--- config.mk ---
export PLATFORM = sky130hd
export DESIGN_NAME = key_debounce_long_press_reset_core
export DESIGN_NICKNAME = d
export VERILOG_FILES = /design/src/rtl/core/kdlpr_pkg.sv /design/src/rtl/core/key_debounce_long_press_reset_core.sv /design/src/rtl/core/kdlpr_key.sv
export SDC_FILE = /design/constraint.sdc
export NUM_CORES = 1
export LEC_CHECK = 0
export ABC_CLOCK_PERIOD_IN_PS = 4600
export BUFFER_PORTS_ARGS = -buffer_cell sky130_fd_sc_hd__buf_2
export CORE_UTILIZATION = 57
export CTS_CLUSTER_DIAMETER = 80
export CTS_CLUSTER_SIZE = 10
export DETAILED_ROUTE_END_ITERATION = 6
export HOLD_SLACK_MARGIN = 0.15
export PLACE_DENSITY = 0.79
export SYNTH_ARGS = -nofsm -noshare
export SYNTH_HDL_FRONTEND = slang
export SYNTH_HIERARCHICAL = 1
export SYNTH_SLANG_ARGS = --single-unit
--- constraint.sdc ---
create_clock -name clk -period 4.6 [get_ports clk]
set_clock_uncertainty 0.2 [all_clocks]
set_input_delay 1.15 -clock clk [delete_from_list [all_inputs] [get_ports clk]]
set_output_delay 1.15 -clock clk [all_outputs]
set_load 0.01 [all_outputs]
--- src/rtl/core/kdlpr_pkg.sv ---
// Shared types and constants for the key debounce and long-press reset core.
package kdlpr_pkg;

	// Input command codes
	localparam logic CMD_KEY  = 1'b0;
	localparam logic CMD_TICK = 1'b1;

	// Key identifiers
	localparam logic KEY_PWR     = 1'b0;
	localparam logic KEY_VOLDOWN = 1'b1;

	// Result kinds
	localparam logic KIND_REPORT = 1'b0;
	localparam logic KIND_RESET  = 1'b1;

	// Configuration register indexes
	localparam int CFG_INDEX_WIDTH = 3;
	localparam logic [CFG_INDEX_WIDTH-1:0] REG_DEBOUNCE_CODE = 3'd0;
	localparam logic [CFG_INDEX_WIDTH-1:0] REG_WIDE_DEBOUNCE = 3'd1;
	localparam logic [CFG_INDEX_WIDTH-1:0] REG_FIRST_HOLD    = 3'd2;
	localparam logic [CFG_INDEX_WIDTH-1:0] REG_SECOND_HOLD   = 3'd3;
	localparam logic [CFG_INDEX_WIDTH-1:0] REG_BOOT_GUARD    = 3'd4;

	localparam int CFG_WIDTH = 26;

	// Register reset values
	localparam logic [CFG_WIDTH-1:0] FIRST_HOLD_RESET  = 26'd3000000;
	localparam logic [CFG_WIDTH-1:0] SECOND_HOLD_RESET = 26'd4000000;
	localparam logic [CFG_WIDTH-1:0] BOOT_GUARD_RESET  = 26'd60000000;

	// Debounce span in microseconds; shifted right by the code-derived amount
	localparam int DEBOUNCE_WIDTH = 21;
	localparam logic [DEBOUNCE_WIDTH-1:0] DEBOUNCE_SPAN_US = 21'd2000000;

	// Control into one key slice
	typedef struct packed {
		logic tick;     // one-microsecond tick applied this cycle
		logic evt;      // debounced key event for this key applied this cycle
		logic pressed;  // level carried by the event
		logic guard;    // boot guard passed (including this event's check)
	} key_ctl_t;

	// Status out of one key slice
	typedef struct packed {
		logic db_ok;        // debounce window has elapsed
		logic prev_pressed; // last reported level
		logic expire2;      // second hold stage completes on this tick
		logic stage2;       // second hold stage already done
	} key_sts_t;

	// One result word
	typedef struct packed {
		logic kind;
		logic key_id;
		logic key_state;
		logic last;
	} result_t;

endpackage

--- src/rtl/core/key_debounce_long_press_reset_core.sv ---
// Top level: input stage, boot guard, two key slices and a two-word result queue.
// Input path: an accepted word is held in the input stage until the queue has room, then
//   its results are loaded into the result queue and the first is presented on m_tvalid.
// Throughput: one word per cycle while each word yields at most one result and the sink
//   keeps up; a two-result word holds the input while the queue drains.
// Reset: arst_n clears counters, flags, input stage and queue at once; no clearing pass.
module key_debounce_long_press_reset_core #(
	parameter int TIME_WIDTH = 26
) (
	input  logic                                    clk,
	input  logic                                    arst_n,
	// input stream
	input  logic                                    s_tvalid,
	output logic                                    s_tready,
	input  logic [7:0]                              s_tdata,  // [0] pressed
	input  logic [1:0]                              s_tuser,  // [0] command, [1] key_select
	// result stream
	output logic                                    m_tvalid,
	input  logic                                    m_tready,
	output logic [7:0]                              m_tdata,  // [0] key_state
	output logic [1:0]                              m_tuser,  // [0] kind, [1] key_id
	output logic                                    m_tlast,
	// configuration writes
	input  logic                                    cfg_valid,
	output logic                                    cfg_ready,
	input  logic [kdlpr_pkg::CFG_INDEX_WIDTH-1:0]   cfg_index,
	input  logic [kdlpr_pkg::CFG_WIDTH-1:0]         cfg_data
);

	// Configuration registers
	logic [3:0]                      db_code_q;
	logic                            db_wide_q;
	logic [kdlpr_pkg::CFG_WIDTH-1:0] first_q;
	logic [kdlpr_pkg::CFG_WIDTH-1:0] second_q;
	logic [kdlpr_pkg::CFG_WIDTH-1:0] guard_cfg_q;

	// Time values seen at the counter width
	logic [TIME_WIDTH-1:0] first_t;
	logic [TIME_WIDTH-1:0] second_t;
	logic [TIME_WIDTH-1:0] guard_t;
	logic [TIME_WIDTH-1:0] debounce_t;
	logic [3:0]            db_shift;

	// Input stage
	logic valid_s1;
	logic cmd_s1;
	logic sel_s1;
	logic pressed_s1;

	// Boot guard
	logic [TIME_WIDTH-1:0] uptime_q;
	logic                  guard_q;
	logic                  guard_now;

	// Key slices
	kdlpr_pkg::key_ctl_t ctl [2];
	kdlpr_pkg::key_sts_t sts [2];

	// Result queue (entry 0 is the head)
	kdlpr_pkg::result_t ent_q [2];
	logic [1:0]         cnt_q;

	// Processing
	logic               adv;
	logic               pop;
	logic               is_tick;
	logic               ev_ok;
	logic               fire0;
	logic               fire1;
	kdlpr_pkg::result_t res0;
	kdlpr_pkg::result_t res1;
	logic [1:0]         res_n;

	// Configuration is always taken
	assign cfg_ready = 1'b1;

	always_ff @(posedge clk or negedge arst_n) begin
		if (!arst_n) begin
			db_code_q   <= '0;
			db_wide_q   <= 1'b0;
			first_q     <= kdlpr_pkg::FIRST_HOLD_RESET;
			second_q    <= kdlpr_pkg::SECOND_HOLD_RESET;
			guard_cfg_q <= kdlpr_pkg::BOOT_GUARD_RESET;
		end else if (cfg_valid && cfg_ready) begin
			unique case (cfg_index)
				kdlpr_pkg::REG_DEBOUNCE_CODE: db_code_q   <= cfg_data[3:0];
				kdlpr_pkg::REG_WIDE_DEBOUNCE: db_wide_q   <= cfg_data[0];
				kdlpr_pkg::REG_FIRST_HOLD:    first_q     <= cfg_data;
				kdlpr_pkg::REG_SECOND_HOLD:   second_q    <= cfg_data;
				kdlpr_pkg::REG_BOOT_GUARD:    guard_cfg_q <= cfg_data;
				default: ;
			endcase
		end
	end

	// Truncate or zero-extend the programmed times to the counter width
	assign first_t  = TIME_WIDTH'(first_q);
	assign second_t = TIME_WIDTH'(second_q);
	assign guard_t  = TIME_WIDTH'(guard_cfg_q);

	// Debounce time: span shifted right by 15 minus the code in wide mode, else by 7 minus its low three bits
	assign db_shift   = db_wide_q ? (4'd15 - db_code_q) : (4'd7 - {1'b0, db_code_q[2:0]});
	assign debounce_t = TIME_WIDTH'(kdlpr_pkg::DEBOUNCE_SPAN_US >> db_shift);

	// Queue holds at most two words; a new item runs only when the queue will
	// be empty after this cycle's pop, so both of its results always fit
	assign pop      = m_tvalid && m_tready;
	assign adv      = valid_s1 && ((cnt_q == 2'd0) || ((cnt_q == 2'd1) && pop));
	assign s_tready = !valid_s1 || adv;

	always_ff @(posedge clk or negedge arst_n) begin
		if (!arst_n) begin
			valid_s1 <= 1'b0;
		end else if (s_tready) begin
			valid_s1 <= s_tvalid;
		end
	end

	always_ff @(posedge clk) begin
		if (s_tvalid && s_tready) begin
			cmd_s1     <= s_tuser[0];
			sel_s1     <= s_tuser[1];
			pressed_s1 <= s_tdata[0];
		end
	end

	assign is_tick   = (cmd_s1 == kdlpr_pkg::CMD_TICK);
	assign ev_ok     = sts[sel_s1].db_ok;
	assign guard_now = guard_q || (uptime_q >= guard_t);

	// Uptime stops at the guard; guard check is made on a debounced event
	always_ff @(posedge clk or negedge arst_n) begin
		if (!arst_n) begin
			uptime_q <= '0;
			guard_q  <= 1'b0;
		end else if (adv) begin
			if (is_tick) begin
				if (uptime_q < guard_t) begin
					uptime_q <= uptime_q + TIME_WIDTH'(1);
				end
			end else if (ev_ok) begin
				guard_q <= guard_now;
			end
		end
	end

	for (genvar k = 0; k < 2; k++) begin : g_key
		assign ctl[k].tick    = adv && is_tick;
		assign ctl[k].evt     = adv && !is_tick && (sel_s1 == 1'(k)) && sts[k].db_ok;
		assign ctl[k].pressed = pressed_s1;
		assign ctl[k].guard   = guard_now;

		kdlpr_key #(
			.TIME_WIDTH (TIME_WIDTH)
		) u_key (
			.clk        (clk),
			.arst_n     (arst_n),
			.ctl        (ctl[k]),
			.first_t    (first_t),
			.second_t   (second_t),
			.debounce_t (debounce_t),
			.sts        (sts[k])
		);
	end

	// Force reset: power key is handled first, so the volume-down key sees the
	// power key's second stage as soon as it completes on the same tick
	assign fire0 = sts[0].expire2 && sts[1].stage2;
	assign fire1 = sts[1].expire2 && (sts[0].stage2 || sts[0].expire2);

	always_comb begin
		res0  = '0;
		res1  = '0;
		res_n = 2'd0;
		if (is_tick) begin
			if (fire0 && fire1) begin
				res0  = '{kdlpr_pkg::KIND_RESET, kdlpr_pkg::KEY_PWR, 1'b0, 1'b0};
				res1  = '{kdlpr_pkg::KIND_RESET, kdlpr_pkg::KEY_VOLDOWN, 1'b0, 1'b1};
				res_n = 2'd2;
			end else if (fire0) begin
				res0  = '{kdlpr_pkg::KIND_RESET, kdlpr_pkg::KEY_PWR, 1'b0, 1'b1};
				res_n = 2'd1;
			end else if (fire1) begin
				res0  = '{kdlpr_pkg::KIND_RESET, kdlpr_pkg::KEY_VOLDOWN, 1'b0, 1'b1};
				res_n = 2'd1;
			end
		end else if (ev_ok) begin
			// Release with no press reported first: insert the missing press
			if (!sts[sel_s1].prev_pressed && !pressed_s1) begin
				res0  = '{kdlpr_pkg::KIND_REPORT, sel_s1, 1'b1, 1'b0};
				res1  = '{kdlpr_pkg::KIND_REPORT, sel_s1, pressed_s1, 1'b1};
				res_n = 2'd2;
			end else begin
				res0  = '{kdlpr_pkg::KIND_REPORT, sel_s1, pressed_s1, 1'b1};
				res_n = 2'd1;
			end
		end
	end

	// Queue: load both entries when an item runs, else shift on pop
	always_ff @(posedge clk or negedge arst_n) begin
		if (!arst_n) begin
			cnt_q <= 2'd0;
		end else if (adv) begin
			cnt_q <= res_n;
		end else if (pop) begin
			cnt_q <= cnt_q - 2'd1;
		end
	end

	always_ff @(posedge clk) begin
		if (adv) begin
			ent_q[0] <= res0;
			ent_q[1] <= res1;
		end else if (pop) begin
			ent_q[0] <= ent_q[1];
		end
	end

	assign m_tvalid = (cnt_q != 2'd0);
	assign m_tdata  = {7'd0, ent_q[0].key_state};
	assign m_tuser  = {ent_q[0].key_id, ent_q[0].kind};
	assign m_tlast  = ent_q[0].last;

	// Queue never overfills
	a_cnt_range: assert property (@(posedge clk) disable iff (!arst_n)
		cnt_q != 2'd3)
		else $error("result queue count out of range");

	// A two-result item leaves both words queued
	a_two_results: assert property (@(posedge clk) disable iff (!arst_n)
		(adv && res_n == 2'd2) |=> (cnt_q == 2'd2))
		else $error("second result word lost");

	// Boot guard is sticky
	a_guard_sticky: assert property (@(posedge clk) disable iff (!arst_n)
		guard_q |=> guard_q)
		else $error("boot guard flag dropped");

	// Force reset words carry a released state
	a_reset_state: assert property (@(posedge clk) disable iff (!arst_n)
		(m_tvalid && m_tuser[0] == kdlpr_pkg::KIND_RESET) |-> (m_tdata[0] == 1'b0))
		else $error("force reset word with pressed state");

	// The head of a queued pair is never the word marked last
	a_last_mark: assert property (@(posedge clk) disable iff (!arst_n)
		(m_tvalid && cnt_q == 2'd2) |-> !m_tlast)
		else $error("last marker on head of a pair");

endmodule

--- src/rtl/core/kdlpr_key.sv ---
// Per-key slice: release counter, reported level, hold timer and stage flags.
module kdlpr_key #(
	parameter int TIME_WIDTH = 26
) (
	input  logic                   clk,
	input  logic                   arst_n,
	input  kdlpr_pkg::key_ctl_t    ctl,
	input  logic [TIME_WIDTH-1:0]  first_t,
	input  logic [TIME_WIDTH-1:0]  second_t,
	input  logic [TIME_WIDTH-1:0]  debounce_t,
	output kdlpr_pkg::key_sts_t    sts
);

	logic [TIME_WIDTH-1:0] since_q;
	logic [TIME_WIDTH-1:0] timer_q;
	logic                  pressed_q;
	logic                  armed_q;
	logic                  stage1_q;
	logic                  stage2_q;
	logic                  expire;

	// Timer runs out when armed and at one or zero left
	assign expire = ctl.tick && armed_q && (timer_q <= TIME_WIDTH'(1));

	assign sts.db_ok        = (since_q >= debounce_t);
	assign sts.prev_pressed = pressed_q;
	assign sts.expire2      = expire && stage1_q;
	assign sts.stage2       = stage2_q;

	always_ff @(posedge clk or negedge arst_n) begin
		if (!arst_n) begin
			since_q   <= '0;
			timer_q   <= '0;
			pressed_q <= 1'b0;
			armed_q   <= 1'b0;
			stage1_q  <= 1'b0;
			stage2_q  <= 1'b0;
		end else if (ctl.tick) begin
			if (since_q != '1) begin
				since_q <= since_q + TIME_WIDTH'(1);
			end
			if (armed_q) begin
				if (!expire) begin
					timer_q <= timer_q - TIME_WIDTH'(1);
				end else if (!stage1_q) begin
					stage1_q <= 1'b1;
					timer_q  <= second_t;
				end else begin
					stage2_q <= 1'b1;
					armed_q  <= 1'b0;
					timer_q  <= '0;
				end
			end
		end else if (ctl.evt) begin
			if (ctl.guard) begin
				if (ctl.pressed) begin
					armed_q <= 1'b1;
					timer_q <= first_t;
				end else begin
					armed_q  <= 1'b0;
					timer_q  <= '0;
					stage1_q <= 1'b0;
					stage2_q <= 1'b0;
				end
			end
			if (!ctl.pressed) begin
				since_q <= '0;
			end
			pressed_q <= ctl.pressed;
		end
	end

endmodule
==> reports/results.txt <==
outcome: finished, final reports clean
most frequently used flop master after synthesis: dfrtp_1
routed wire length: 40900 um
async set or reset register ratio after synthesis: 95.3%
std cell rows: 59
die width: 165 um
number of search-and-repair iterations in the first detailed-routing pass: 5
Layout area overhead: 15.8%
I/O pins: 58
count of H-tree levels built during CTS: 1
register bit total from synthesis: 236
largest fanout on the critical path: 6
fraction of layout cells with a size suffix above 1: 21.1%
max-cap violation count: 0
maximum number of pins on one net before global-route repair: 106
number of remaining DRC errors: 0
total number of yosys warnings: 6
final worst path period share: 98.5%
transition time of the tightest slew-check pin: 1.32 ns
worst rel slew slack: 10.9%
number of hold-repair buffers added at the cts stage: 0
initial antenna violation count: 0
final hold viol count: 0
VDD IR max: 0.000310 V
placer's final routability congestion estimate: 0.935
critical setup path kind: reg -> reg
Netlist cell types: 77
number of nets with antenna violations after detailed routing: 0
Yosys top cell area share: 32.9%
Hold WC Path Type: reg -> reg
number of nets in the layout: 1863
final global-route overflow total: 0
CP Launch Type: register
initial drt markers: 1135
placeable core region: 26000 um2
most frequently used cell type in the post-synthesis netlist: dfrtp_1
count of flip-flops with a built-in enable after synthesis: 11
leakage component of the power: 0.00800 uW
Arr. time, crit path: 4.76 ns
fmax: 0.221 GHz
peak-usage layer in the global routing report: met2
number of failing setup endpoints in the final timing report: 0
total CTS buffers: 27
wire length of the first global-routing pass: 64500 um
Die Y-Extent: 165 um
average wire length per cell after detail routing: 19.7 um
part of the Yosys area used for sequential elements: 39.8%
maximum clock path buffer count: 3
top post-synthesis cells by area: dfrtp_1 33%, ha_1 7.8%, dfstp_2 4.7%
CTS root buffer: clkbuf_16
Worst Path Required: 4.83 ns
setup tns final: 0 ns
vias in the first global route: 12500
via/cell ratio: 6.37
mean post-synth cell area: 9.35 um2
total track usage: 29.9%
vias post-DR: 13200
Clock transition at path regs: 0.06 ns
minimum period implied by the final worst setup slack: 4.53 ns
cell accounting for the most synthesized area: dfrtp_1
pwr/cell area: 370 nW/um2
TritonCTS clock tree: built
routing usage on met2: 46.8%
PortBufs: 42
number of pins with negative max-slew slack in the final report: 0
Gate Count Post-Synth: 1611
number of clock sinks: 236
synth cell count leaders: 198 x dfrtp_1, 126 x nand2_1, 110 x inv_1, 101 x nor2_1
dpl hpwl: 28600 um
clock insertion delay at the later pin of the skew report: 0.56 ns
setup repair after global routing missed its margin: yes
Fillers: 1950
Worst setup EP type: register
Initial Utilization: 58.0%
global routing usage on met3: 3.99%
Die Outline Area: 27100 um2
overall power of the completed layout: 6460 uW
count of inserted antenna diode cells: 0
met1 track demand over resource in global routing: 43.1%
cell area after synthesis: 15100 um2
[routing by layer]
layer / wire length [um] / vias to the layer above
li1: - / 6145
met1: 18100 / 6414
met2: 18500 / 568
met3: 3230 / 93
met4: 1110 / 0
met5: 0 / -
[registers in the layout, summed over array words and instances, names as in the netlist, 4 cells and up]
| signal | count |
|---|---|
| db_code_q | 4 |
| ent_q | 8 |
| first_q | 26 |
| g_key.u_key/since_q | 52 |
| g_key.u_key/timer_q | 52 |
| guard_cfg_q | 26 |
| second_q | 26 |
| uptime_q | 26 |
[cell families after synthesis]
group / Yosys count / synth area share [%]
flip-flops: 236 / 39.8
XOR/XNOR: 78 / 4.53
multiplexers: 76 / 5.56
other: 2 / 0.0499
adder cells (fa/ha/maj): 94 / 7.81
AND/OR/NAND/NOR: 555 / 20.1
AO/OA/AOI/OAI: 376 / 16.8
buffers and inverters: 194 / 5.39
[layout make-up]
cell class,count,area (um2),area share [%]
repair buffers,152,1100,6.34
inverters,110,418,2.40
well taps,335,419,2.40
flip-flops and latches,236,6000,34.4
clock buffers,43,736,4.22
clock inverters,2,50.0,0.287
multi-input cells,1198,8710,50.0
[report_power, final]
group	switching (uW)	internal [uW]	total [uW]
registers	291	2410	2700
logic	1020	742	1760
clock network	854	1140	2000
[cells in the final DEF, fill, tap and decap left out, drive strengths merged, types with 9 or more instances in the layout]
master   Yosys  final
mux2        62     62
a2111oi     12     12
o21ai       91     91
nand2      128    128
and2        10     10
nand3       54     54
a221o       11     11
a22o        10     10
ha          94     94
nand4       35     35
or3         14     14
buf         24    152
a21oi       94     94
o2111ai      9      9
dfstp       27     27
xor2        37     37
xnor2       41     41
or4         20     20
a21o        14     14
inv        110    111
o31ai       20     20
clkbuf      60     43
nor2b       11     11
mux2i       14     14
a31oi       20     20
a221oi      16     16
nand2b      18     18
o211ai      20     20
and3        46     46
nor3        42     42
nor4        46     46
conb         2     19
edfxtp      11     11
nor2       103    103
dfrtp      198    198
[through the flow]
stage                     setup WS, ns  util [%]  hold slack, ns  instances  area (um2)
after floorplan                  0.148         -           0.227       1628       15100
after global placement          -0.256      62.5           0.242       2026       16200
after detailed placement        -0.362      62.5           0.252       2026       16200
after CTS                      0.00550      65.9           0.268       2071       17100
after global routing           -0.0359      67.1           0.292       2076       17400
final                           0.0683      67.1           0.268       2076       17400
[path summary, 6_finish.rpt]
check | start | to | slack (ns) | cells past startpoint
worst max register to register | db_code_q[0] | g_key[0].u_key/since_q[25] | 0.07 | 20
worst max-delay path | db_code_q[0] | g_key[0].u_key/since_q[25] | 0.07 | 20
worst min-delay path | guard_q | guard_q | 0.27 | 1
max in group asynchronous | arst_n | guard_cfg_q[24] | 2.77 | 2
min in group asynchronous | arst_n | g_key[0].u_key/since_q[23] | 0.41 | 1
worst min register to register | guard_q | guard_q | 0.27 | 1
[worst max-delay path, stage by stage (launching register included)]
cell and delay, ns:
dfrtp_2 0.47, buf_6 0.16, ha_4 0.17, nor2_2 0.13, nor2_2 0.07, inv_1 0.11, ha_4 0.22, a21o_1 0.17
a21o_1 0.17, a211o_1 0.28, o211a_1 0.20, or4_4 0.57, nand2b_4 0.10, nor3_1 0.05, buf_4 0.17, buf_4 0.14
nor2b_4 0.14, or2_4 0.29, and3_4 0.19, nand3_1 0.11, mux2_4 0.32
[timing repair]
action                                  CTS  global route
hold endpoints to repair                  0             0
endpoints found under the setup margin   57            57
gates resized for setup                  31            67
buffers inserted                          0             4
pin swaps                                 5            11
cloned                                    0             1
No activity file was read; power rests on OpenSTA's default activity.
